--- src/design/msp_pkg.sv ---
package msp_pkg;

    localparam int ANGLE_WIDTH_DEF = 32;
    localparam int TURN_WIDTH_DEF  = 16;

    localparam int SAMPLE_W   = 32;
    localparam int SPEED_W    = 32;
    localparam int TURNS_W    = 16;
    localparam int GAIN_W     = 24;
    localparam int ONE_TURN_W = 20;
    localparam int INV_RAD_W  = 31;
    localparam int FRAC_W     = 16;
    localparam int CFG_DATA_W = 31;
    localparam int CFG_IDX_W  = 2;

    localparam int DEAD_BAND  = 655;
    localparam int JUMP_LIMIT = 131072;

    localparam logic [GAIN_W-1:0]     GAIN_RST     = 24'd65536;
    localparam logic [ONE_TURN_W-1:0] ONE_TURN_RST = 20'd411775;
    localparam logic [INV_RAD_W-1:0]  INV_RAD_RST  = 31'd65536;

    typedef enum logic [CFG_IDX_W-1:0] {
        CFG_SPEED_GAIN  = 2'd0,
        CFG_ONE_TURN    = 2'd1,
        CFG_INV_RADIUS  = 2'd2,
        CFG_MANUAL_HOLD = 2'd3
    } t_cfg_idx;

    typedef struct packed {
        logic capture;
        logic unwrap;
        logic tgt_mul;
        logic tgt_add;
        logic err_mul;
        logic err_sub;
        logic drv_mul;
        logic drv_sum;
        logic drv_out;
        logic load_out;
    } t_dp_cmd;

    typedef struct packed {
        logic drive_en;
    } t_dp_stat;

endpackage

--- src/design/msp_ctrl.sv ---
module msp_ctrl import msp_pkg::*; (
    input  logic     i_clk,
    input  logic     i_rst_n,
    input  logic     i_req_valid,
    input  logic     i_req_mode,
    output logic     o_req_ready,
    output logic     o_res_valid,
    input  logic     i_res_ready,
    input  t_dp_stat i_stat,
    output t_dp_cmd  o_cmd
);

    typedef enum logic [9:0] {
        ST_IDLE    = 10'b00_0000_0001,
        ST_UNWRAP  = 10'b00_0000_0010,
        ST_TGT_MUL = 10'b00_0000_0100,
        ST_TGT_ADD = 10'b00_0000_1000,
        ST_ERR_MUL = 10'b00_0001_0000,
        ST_ERR_SUB = 10'b00_0010_0000,
        ST_DRV_MUL = 10'b00_0100_0000,
        ST_DRV_SUM = 10'b00_1000_0000,
        ST_DRV_OUT = 10'b01_0000_0000,
        ST_RESULT  = 10'b10_0000_0000
    } t_state;

    t_state r_state, n_state;
    logic   r_res_valid, n_res_valid;
    logic   load;

    assign o_req_ready = (r_state == ST_IDLE);
    assign o_res_valid = r_res_valid;
    assign load        = (r_state == ST_RESULT) && (!r_res_valid || i_res_ready);

    always_comb begin
        o_cmd          = '0;
        o_cmd.capture  = (r_state == ST_IDLE) && i_req_valid;
        o_cmd.unwrap   = (r_state == ST_UNWRAP);
        o_cmd.tgt_mul  = (r_state == ST_TGT_MUL);
        o_cmd.tgt_add  = (r_state == ST_TGT_ADD);
        o_cmd.err_mul  = (r_state == ST_ERR_MUL);
        o_cmd.err_sub  = (r_state == ST_ERR_SUB);
        o_cmd.drv_mul  = (r_state == ST_DRV_MUL);
        o_cmd.drv_sum  = (r_state == ST_DRV_SUM);
        o_cmd.drv_out  = (r_state == ST_DRV_OUT);
        o_cmd.load_out = load;
    end

    always_comb begin
        n_state = r_state;
        case (r_state)
            ST_IDLE: begin
                if (i_req_valid) n_state = i_req_mode ? ST_TGT_MUL : ST_UNWRAP;
            end
            ST_UNWRAP:  n_state = i_stat.drive_en ? ST_ERR_MUL : ST_RESULT;
            ST_TGT_MUL: n_state = ST_TGT_ADD;
            ST_TGT_ADD: n_state = ST_IDLE;
            ST_ERR_MUL: n_state = ST_ERR_SUB;
            ST_ERR_SUB: n_state = ST_DRV_MUL;
            ST_DRV_MUL: n_state = ST_DRV_SUM;
            ST_DRV_SUM: n_state = ST_DRV_OUT;
            ST_DRV_OUT: n_state = ST_RESULT;
            ST_RESULT: begin
                if (load) n_state = ST_IDLE;
            end
            default:    n_state = ST_IDLE;
        endcase
    end

    always_comb begin
        n_res_valid = r_res_valid;
        if (load) begin
            n_res_valid = 1'b1;
        end else if (i_res_ready) begin
            n_res_valid = 1'b0;
        end
    end

    always_ff @(posedge i_clk) begin
        if (!i_rst_n) begin
            r_state     <= ST_IDLE;
            r_res_valid <= 1'b0;
        end else begin
            r_state     <= n_state;
            r_res_valid <= n_res_valid;
        end
    end

endmodule

--- config.mk ---
export PLATFORM = sky130hd
export DESIGN_NAME = msp_ctrl
export DESIGN_NICKNAME = d
export VERILOG_FILES = /design/src/design/msp_pkg.sv /design/src/design/msp_ctrl.sv
export SDC_FILE = /design/constraint.sdc
export NUM_CORES = 1
export LEC_CHECK = 0
export ABC_AREA = 1
export BUFFER_PORTS_ARGS = -buffer_cell sky130_fd_sc_hd__buf_4
export CORE_MARGIN = 2
export CORE_UTILIZATION = 53
export CTS_BUF_LIST = sky130_fd_sc_hd__clkbuf_8
export CTS_CLUSTER_SIZE = 30
export DETAILED_ROUTE_END_ITERATION = 7
export GPL_TIMING_DRIVEN = 0
export PLACE_DENSITY = 0.8
export SLEW_MARGIN = 20
export SYNTH_ARGS = -nofsm -noshare
export SYNTH_HDL_FRONTEND = slang
export SYNTH_SLANG_ARGS = --single-unit
--- constraint.sdc ---
create_clock -name i_clk -period 1.4 [get_ports i_clk]
set_input_delay 0.28 -clock i_clk [delete_from_list [all_inputs] [get_ports i_clk]]
set_output_delay 0.28 -clock i_clk [all_outputs]
set_load 0.005 [all_outputs]
# Word level (Yosys, flattened, before mapping)
# Index checks and enable logic that the tools add are counted.
[classes]
eq_ne = 12
mux = 7
n_reduce_logical = 6
[ops]
columns = ["op", "n"]
rows = [
  ["case mux 10 bit (9 select lines)", 1],
  ["two-way mux 10 bit", 3],
  ["equality test 10 x 1 -> 1 bit (second input constant)", 1],
  ["equality test 10 bit (second input constant)", 1],
  ["equality test 10 x 2 -> 1 bit (second input constant)", 1],
  ["equality test 10 x 3 -> 1 bit (second input constant)", 1],
  ["equality test 10 x 4 -> 1 bit (second input constant)", 1],
  ["equality test 10 x 5 -> 1 bit (second input constant)", 1],
  ["equality test 10 x 6 -> 1 bit (second input constant)", 1],
  ["equality test 10 x 7 -> 1 bit (second input constant)", 1],
  ["equality test 10 x 8 -> 1 bit (second input constant)", 1],
  ["equality test 10 x 9 -> 1 bit (second input constant)", 1],
  ["inequality test 2 bit (second input constant)", 2],
  ["two-way mux 3 bit", 1],
  ["logical AND 1 bit", 2],
  ["two-way mux 1 bit", 2],
  ["AND reduction 2 bit", 1],
  ["nonzero test 2 bit", 1],
  ["logical NOT 1 bit", 1],
  ["logical OR 1 bit", 1],
]
[totals]
register_bits = 11
out_inout_bits = 12
input_bits = 6
elab_cells = 27

# Longest topological paths before layout
# Gate-level depths: netlist of the first run.
[logic_depth]
depth_word = 5
depth_mapped = 8
ltp_nobuf = 8

# Worst setup path after synthesis of the first run
# No wires, ideal clock.
[synth_path]
path_type = "reg2out"
startpoint = "register r_state[2]"
endpoint = "output port o_cmd[0] (netlist bit)"
path_stages_with_launch = 7
n_path_buf = 1
path_slack_ns = 0.219
required_time_ns = 1.120
t_arrival_ns = 0.901
cell_sequence = "dfxtp_1 -> nor2_4 -> nand2_2 -> nor2_4 -> nand2_1 -> nor2_2 -> buf_4"
[synth_between]
elab_chain_cells = 2
[synth_lines]
columns = ["item", "line", "text"]
rows = [
  ["from (decl)", "msp_ctrl.sv:26", "t_state r_state, n_state;"],
  ["from (signal assigned)", "msp_ctrl.sv:83", "r_state <= n_state;"],
  ["equality test 10 bit", "msp_ctrl.sv:32", "assign load = (r_state == ST_RESULT) && (!r_res_valid || i_res_ready);"],
  ["logical AND 1 bit", "msp_ctrl.sv:32", ""],
  ["to (decl)", "msp_ctrl.sv:10", "output t_dp_cmd o_cmd"],
]
# Every way passes these cells.

==> results of run 1 <==
-- synth_stat cells --
cell type  number
nand3_1        10
nor2_2          3
buf_4           1
nor4_1          1
nand2_2         2
nor2_4          6
nand2_1        24
o21ai_0         1
nand2_4         1
dfxtp_1        11
inv_1          31
nor2_1         19
inv_2           1
o21ai_1         1
nand3_2         1
-- path summary, 6_finish.rpt --
check / start / end / cells past startpoint
max reg2reg: r_state[0]$_SDFFE_PN1P_ / r_state[0]$_SDFFE_PN1P_ / 10
max: r_state[0]$_SDFFE_PN1P_ / o_cmd[7] / 6
min: i_req_mode / r_state[1]$_SDFFE_PN0P_ / 2
min reg2reg: o_res_valid$_SDFFE_PN0P_ / o_res_valid$_SDFFE_PN0P_ / 4
-- kinds of logic (layout without fill, tap and decap cells) --
group / count (synthesis) / in the layout / share of synthesized area, %
flip-flops: 11 / 11 / 31.65
AO/OA/AOI/OAI: 2 / 2 / 1.437
buffers and inverters: 33 / 71 / 18.34
AND/OR/NAND/NOR: 67 / 67 / 48.56
-- routing by layer --
layer  part of all wire, %  global-route usage [%]
met5                     0                       0
met4                   8.2                   28.33
met3                    10                   17.22
met2                    48                   63.71
met1                    34                   40.27
-- what timing repair did --
action	in CTS	in global routing
resized for setup	24	39
buffers inserted	18	1
hold endpoints to repair	0	0
pin swaps	14	8
endpoints found under the setup margin	11	18
-- cell type report --
class | instances | share of cell area (%)
multi-input combinational | 69 | 38.38
timing repair buffer | 35 | 25.87
sequential | 11 | 19.45
inverter | 32 | 10.94
clock buffer | 3 | 3.470
tap | 15 | 1.577
clock inverter | 1 | 0.3155
-- through the flow --
stage | hold WS [ns] | cells
2_1_floorplan | 0.3582 | 113
3_3_place_gp | 0.4572 | 145
3_5_place_dp | 0.4669 | 145
4_1_cts | 0.2035 | 166
5_1_grt | 0.1909 | 166
6_report | 0.2008 | 166
-- sequential cells by signal, indices dropped and copies added, names as in the netlist --
| signal | flops |
|---|---|
| o_res_valid | 1 |
| r_state | 10 |
-- power groups by stage --
| stage | logic, mW | clock network (mW) | registers (mW) |
|---|---|---|---|
| 2_1_floorplan | 0.146 | 0 | 0.346 |
| 3_3_place_gp | 0.204 | 0 | 0.346 |
| 3_5_place_dp | 0.209 | 0 | 0.347 |
| 4_1_cts | 0.291 | 0.323 | 0.341 |
| 5_1_grt | 0.406 | 0.356 | 0.345 |
| 6_report | 0.392 | 0.338 | 0.344 |
==> summary.txt, run 1 <==
result of the run - finished with violations
violations in the final reports - setup timing
post-synthesis cell count - 113
Setup Crit Path Kind - reg -> out
Total Power Consumption - 1.074 mW
post-route design area - 1190 um^2
maximum level of the CTS H-tree - 1
cell at the root of the clock tree - clkbuf_8
number of sinks driven by the clock tree - 11
post-route DRC violation count - 0
normalized max-slew margin - 79.44%
overall track demand over capacity in global routing - 39.43%
Max Root-Sink Buffers - 2
combinational share of power - 36.5%
portion of synthesized cell area occupied by the leading cell type - 31.65%
Post-Route Setup TNS - -2.306 ns
longest individual stage delay on the worst path - 0.37 ns
fraction of the core area covered by cells at the end of the flow - 93.79%
total clock buffers created by CTS - 3
die width - 40.23 um
Setup-failing EPs final - 17
final wirelength - 2957 um
multi-input gate area in the final layout - 456.7 um^2
Max-cap violations - 0
Worst Path Max Fanout - 3
IO buf count - 17
initial core utilization - 54.83%
fraction of power spent switching nets - 35.88%
clock latency of the later-clocked register in the worst-skew pair - 0.25 ns
clock transition at the registers of the reported paths - 0.06 ns
cell area after placement - 842.1 um^2
measured slew at the worst slew-check pin - 0.3073 ns
launching element type of the critical path - register
die area - 1618 um^2
post-synthesis cell type count - 15
mean instance size in the synthesized netlist - 6.156 um^2
sequential area share after synthesis - 31.65%
most common library cell in the layout ignoring fill and taps - buf_4
clock tree from TritonCTS - done
DRT antenna net count - 0
routability-driven placement congestion ratio - 0.8459
most used cells in the layout excluding fill and tap cells - buf_4, inv_1, nand2_1
part of the total power dissipated in sequential elements - 32.1%
Placement Rows - 13
#FFs+latches synth - 11
Detailed Routing Iterations Pass 1 - 4
clock network fraction of total power - 31.4%
Hold Violations, Final - 0
cell taking the most area after synthesis - dfxtp_1
first-pass GRT wire length - 3995 um
number of global-route vias before repair - 863
share of the clock period used by the worst path - 116.4%
post-synth net total - 119
hold bufs inserted after CTS - 0
Cell Int Power - 0.6889 mW
worst endpoint required time - 1.12 ns
switching power - 0.3855 mW
antenna violations before repair - 0
first-iteration detailed-routing DRC count - 69
DP Wirelength - 1086 um
yosys warns - 0
biggest area contributors in the synthesized netlist - dfxtp_1, inv_1, nand2_1, nor2_1, nor2_4
share of cells above drive strength 1 - 58.28%
Routed wire per std cell - 17.81 um
critical path buffer and inverter count - 3
Core Area - 1269 um^2
reg-to-reg slack, setup - -0.15 ns
synthesized area - 695.7 um^2
worst endpoint data arrival time - 1.35 ns
critical path capture point type - output pin
Top Ports - 18
antenna cell count - 0
crit path cell chain - inv_1, nand2_1, nor2_1, nand3_4, inv_4, buf_6
GRT overflow - 0
max-slew violations - 0
critical-path cell with the highest stage delay - dfxtp_1
routed vias - 936
Leakage - 0.6788 nW
growth of design area from synthesis to finish - 71.04%
sequential cell area - 231.5 um^2
clock skew after layout - 0.009031 ns
unrepaired setup endpoints after global routing - true
largest net degree at the start of global routing - 8
Hold Path Class - in -> reg
die outline height - 40.23 um
timing-limited maximum frequency - 613.9 MHz
number of vias per cell - 5.639
critical path's top delay family - simple AND/OR/NAND/NOR gates
pre-CTS setup slack - 0.04546 ns
Setup WS post-layout - -0.2290 ns
ratio of total power to cell area - 902.9 nW/um^2
fill cell instance count of the final layout - 44
final critical path time including I/O delays and setup - 1.629 ns
peak supply drop - 0.0008824 V
Post-layout nets - 158
Note: power is estimated with default switching activity, not from simulation.
==> run 2: changes to the inputs <==
MAX_ROUTING_LAYER = met4   (was unset)
==> run 2 against run 1 <==
Effect of this change: the flow still finishes with violations (setup timing); non-clock buffer count unchanged; fmax about the same; cell count unchanged; clock power about the same; register-to-register slack about the same; global-route usage increased by 1.1 points; design area unchanged; via count decreased by 0.96%; critical path depth unchanged; clock-buffer cell count unchanged; largest cell class unchanged; sequential power about the same.
==> summary.txt, run 2 (synthesis results as in run 1) <==
final critical path time including I/O delays and setup - 1.628 ns
post-route DRC violation count - 0
Setup WS post-layout - -0.2284 ns
Setup Crit Path Kind - reg -> out
worst endpoint required time - 1.12 ns
reg-to-reg endpoint - r_state[0]$_SDFFE_PN1P_
clock transition at the registers of the reported paths - 0.06 ns
antenna violations before repair - 0
Post-Route Setup TNS - -2.181 ns
Hold Violations, Final - 0
DP Wirelength - 1086 um
number of flip-flops in the largest register - 10
launching element type of the critical path - register
sequential cell area - 231.5 um^2
timing-limited maximum frequency - 614.1 MHz
initial core utilization - 54.83%
number of sinks driven by the clock tree - 11
maximum level of the CTS H-tree - 1
measured slew at the worst slew-check pin - 0.3157 ns
routability-driven placement congestion ratio - 0.8592
Post-layout nets - 158
number of vias per cell - 5.584
longest individual stage delay on the worst path - 0.37 ns
clock latency of the later-clocked register in the worst-skew pair - 0.25 ns
critical-path cell with the highest stage delay - dfxtp_1
reg-to-reg slack, setup - -0.16 ns
critical path capture point type - output pin
multi-input gate area in the final layout - 456.7 um^2
Detailed Routing Iterations Pass 1 - 4
clock skew after layout - 0.007429 ns
register with the most flip-flops - r_state
first-iteration detailed-routing DRC count - 82
Setup-failing EPs final - 17
routed vias - 927
cell at the root of the clock tree - clkbuf_8
Leakage - 0.6788 nW
peak supply drop - 0.0008906 V
clock tree from TritonCTS - done
normalized max-slew margin - 78.87%
Max-cap violations - 0
worst hold path depth - 2
total clock buffers created by CTS - 3
max-slew violations - 0
length in cells of the worst reg-to-reg path - 10
Hold Path End - r_state[1]$_SDFFE_PN0P_
ratio of total power to cell area - 901.6 nW/um^2
hold wc startpoint - i_req_mode
RR Startpoint - r_state[0]$_SDFFE_PN1P_
Core Area - 1269 um^2
pre-CTS setup slack - 0.04546 ns
GRT overflow - 0
fill cell instance count of the final layout - 44
die width - 40.23 um
cell area after placement - 842.1 um^2
die outline height - 40.23 um
Worst Path Max Fanout - 3
DRT antenna net count - 0
violations in the final reports - setup timing
Placement Rows - 13
first-pass GRT wire length - 3995 um
Hold Path Class - in -> reg
most used cells in the layout excluding fill and tap cells - buf_4, inv_1, nand2_1
die area - 1618 um^2
most common library cell in the layout ignoring fill and taps - buf_4
antenna cell count - 0
Top Ports - 18
Max Root-Sink Buffers - 2
worst endpoint data arrival time - 1.35 ns
result of the run - finished with violations
unrepaired setup endpoints after global routing - true
number of global-route vias before repair - 862
post-route design area - 1190 um^2
hold bufs inserted after CTS - 0
share of the clock period used by the worst path - 116.3%
IO buf count - 17
largest net degree at the start of global routing - 8
crit path cell chain - inv_1, nand2_1, nor2_1, nand3_4, inv_4, buf_6
final hold slack - 0.1946 ns
final wirelength - 2987 um
Routed wire per std cell - 17.99 um
overall track demand over capacity in global routing - 40.54%
share of cells above drive strength 1 - 58.28%
growth of design area from synthesis to finish - 71.04%
-- run 2: cell counts in the layout (fill, tap and decap cells not counted) --
No cell type changed its count.
-- run 2: power by group --
part	switching [mW]	internal, mW	total (mW)
logic	0.221	0.169	0.389
clock network	0.145	0.194	0.339
registers	0.0179	0.326	0.344
-- run 2: metal layers --
metal | global-route usage (%) | wire [um]
met1 | 39.93 | 1046
met2 | 63.71 | 1471
met3 | 17.78 | 277
met4 | 28.33 | 191
met5 | - | 0
-- run 2: layout make-up --
| type | instances | area share (%) |
|---|---|---|
| Clock buffer | 3 | 3.470 |
| Multi-Input combinational cell | 69 | 38.38 |
| Timing Repair Buffer | 35 | 25.87 |
| Tap cell | 15 | 1.577 |
| Inverter | 32 | 10.94 |
| Sequential cell | 11 | 19.45 |
| Clock inverter | 1 | 0.3155 |
-- run 2: worst max-delay path by stage --
stage                     slack, ns       end               startpoint
after floorplan                0.22  o_cmd[0]  r_state[2]$_SDFFE_PN0P_
after global placement         0.06  o_cmd[0]  r_state[2]$_SDFFE_PN0P_
after detailed placement       0.05  o_cmd[0]  r_state[2]$_SDFFE_PN0P_
after CTS                     -0.12  o_cmd[0]  r_state[5]$_SDFFE_PN0P_
after global routing          -0.32  o_cmd[2]  r_state[0]$_SDFFE_PN1P_
final                         -0.23  o_cmd[7]  r_state[0]$_SDFFE_PN1P_
-- run 2: through the flow --
stage,power (mW),std cells,util (%)
6_report,1.073,166,93.79
5_1_grt,1.104,166,93.79
4_1_cts,0.9551,166,84.32
3_5_place_dp,0.5558,145,66.37
3_3_place_gp,0.5507,145,66.37
2_1_floorplan,0.4916,113,-
-- run 2: worst max-delay path: cells and delay by family, from the launching register on --
kind / cells / cell delay, ns
simple gates: 3 / 0.41
flops: 1 / 0.37
buf+inv: 3 / 0.31
-- run 2: timing repair --
action | in CTS | in global routing
gates cloned | 0 | 0
resized for setup | 24 | 39
pin swaps | 14 | 8
setup buffers | 18 | 1
endpoints found under the setup margin | 11 | 18
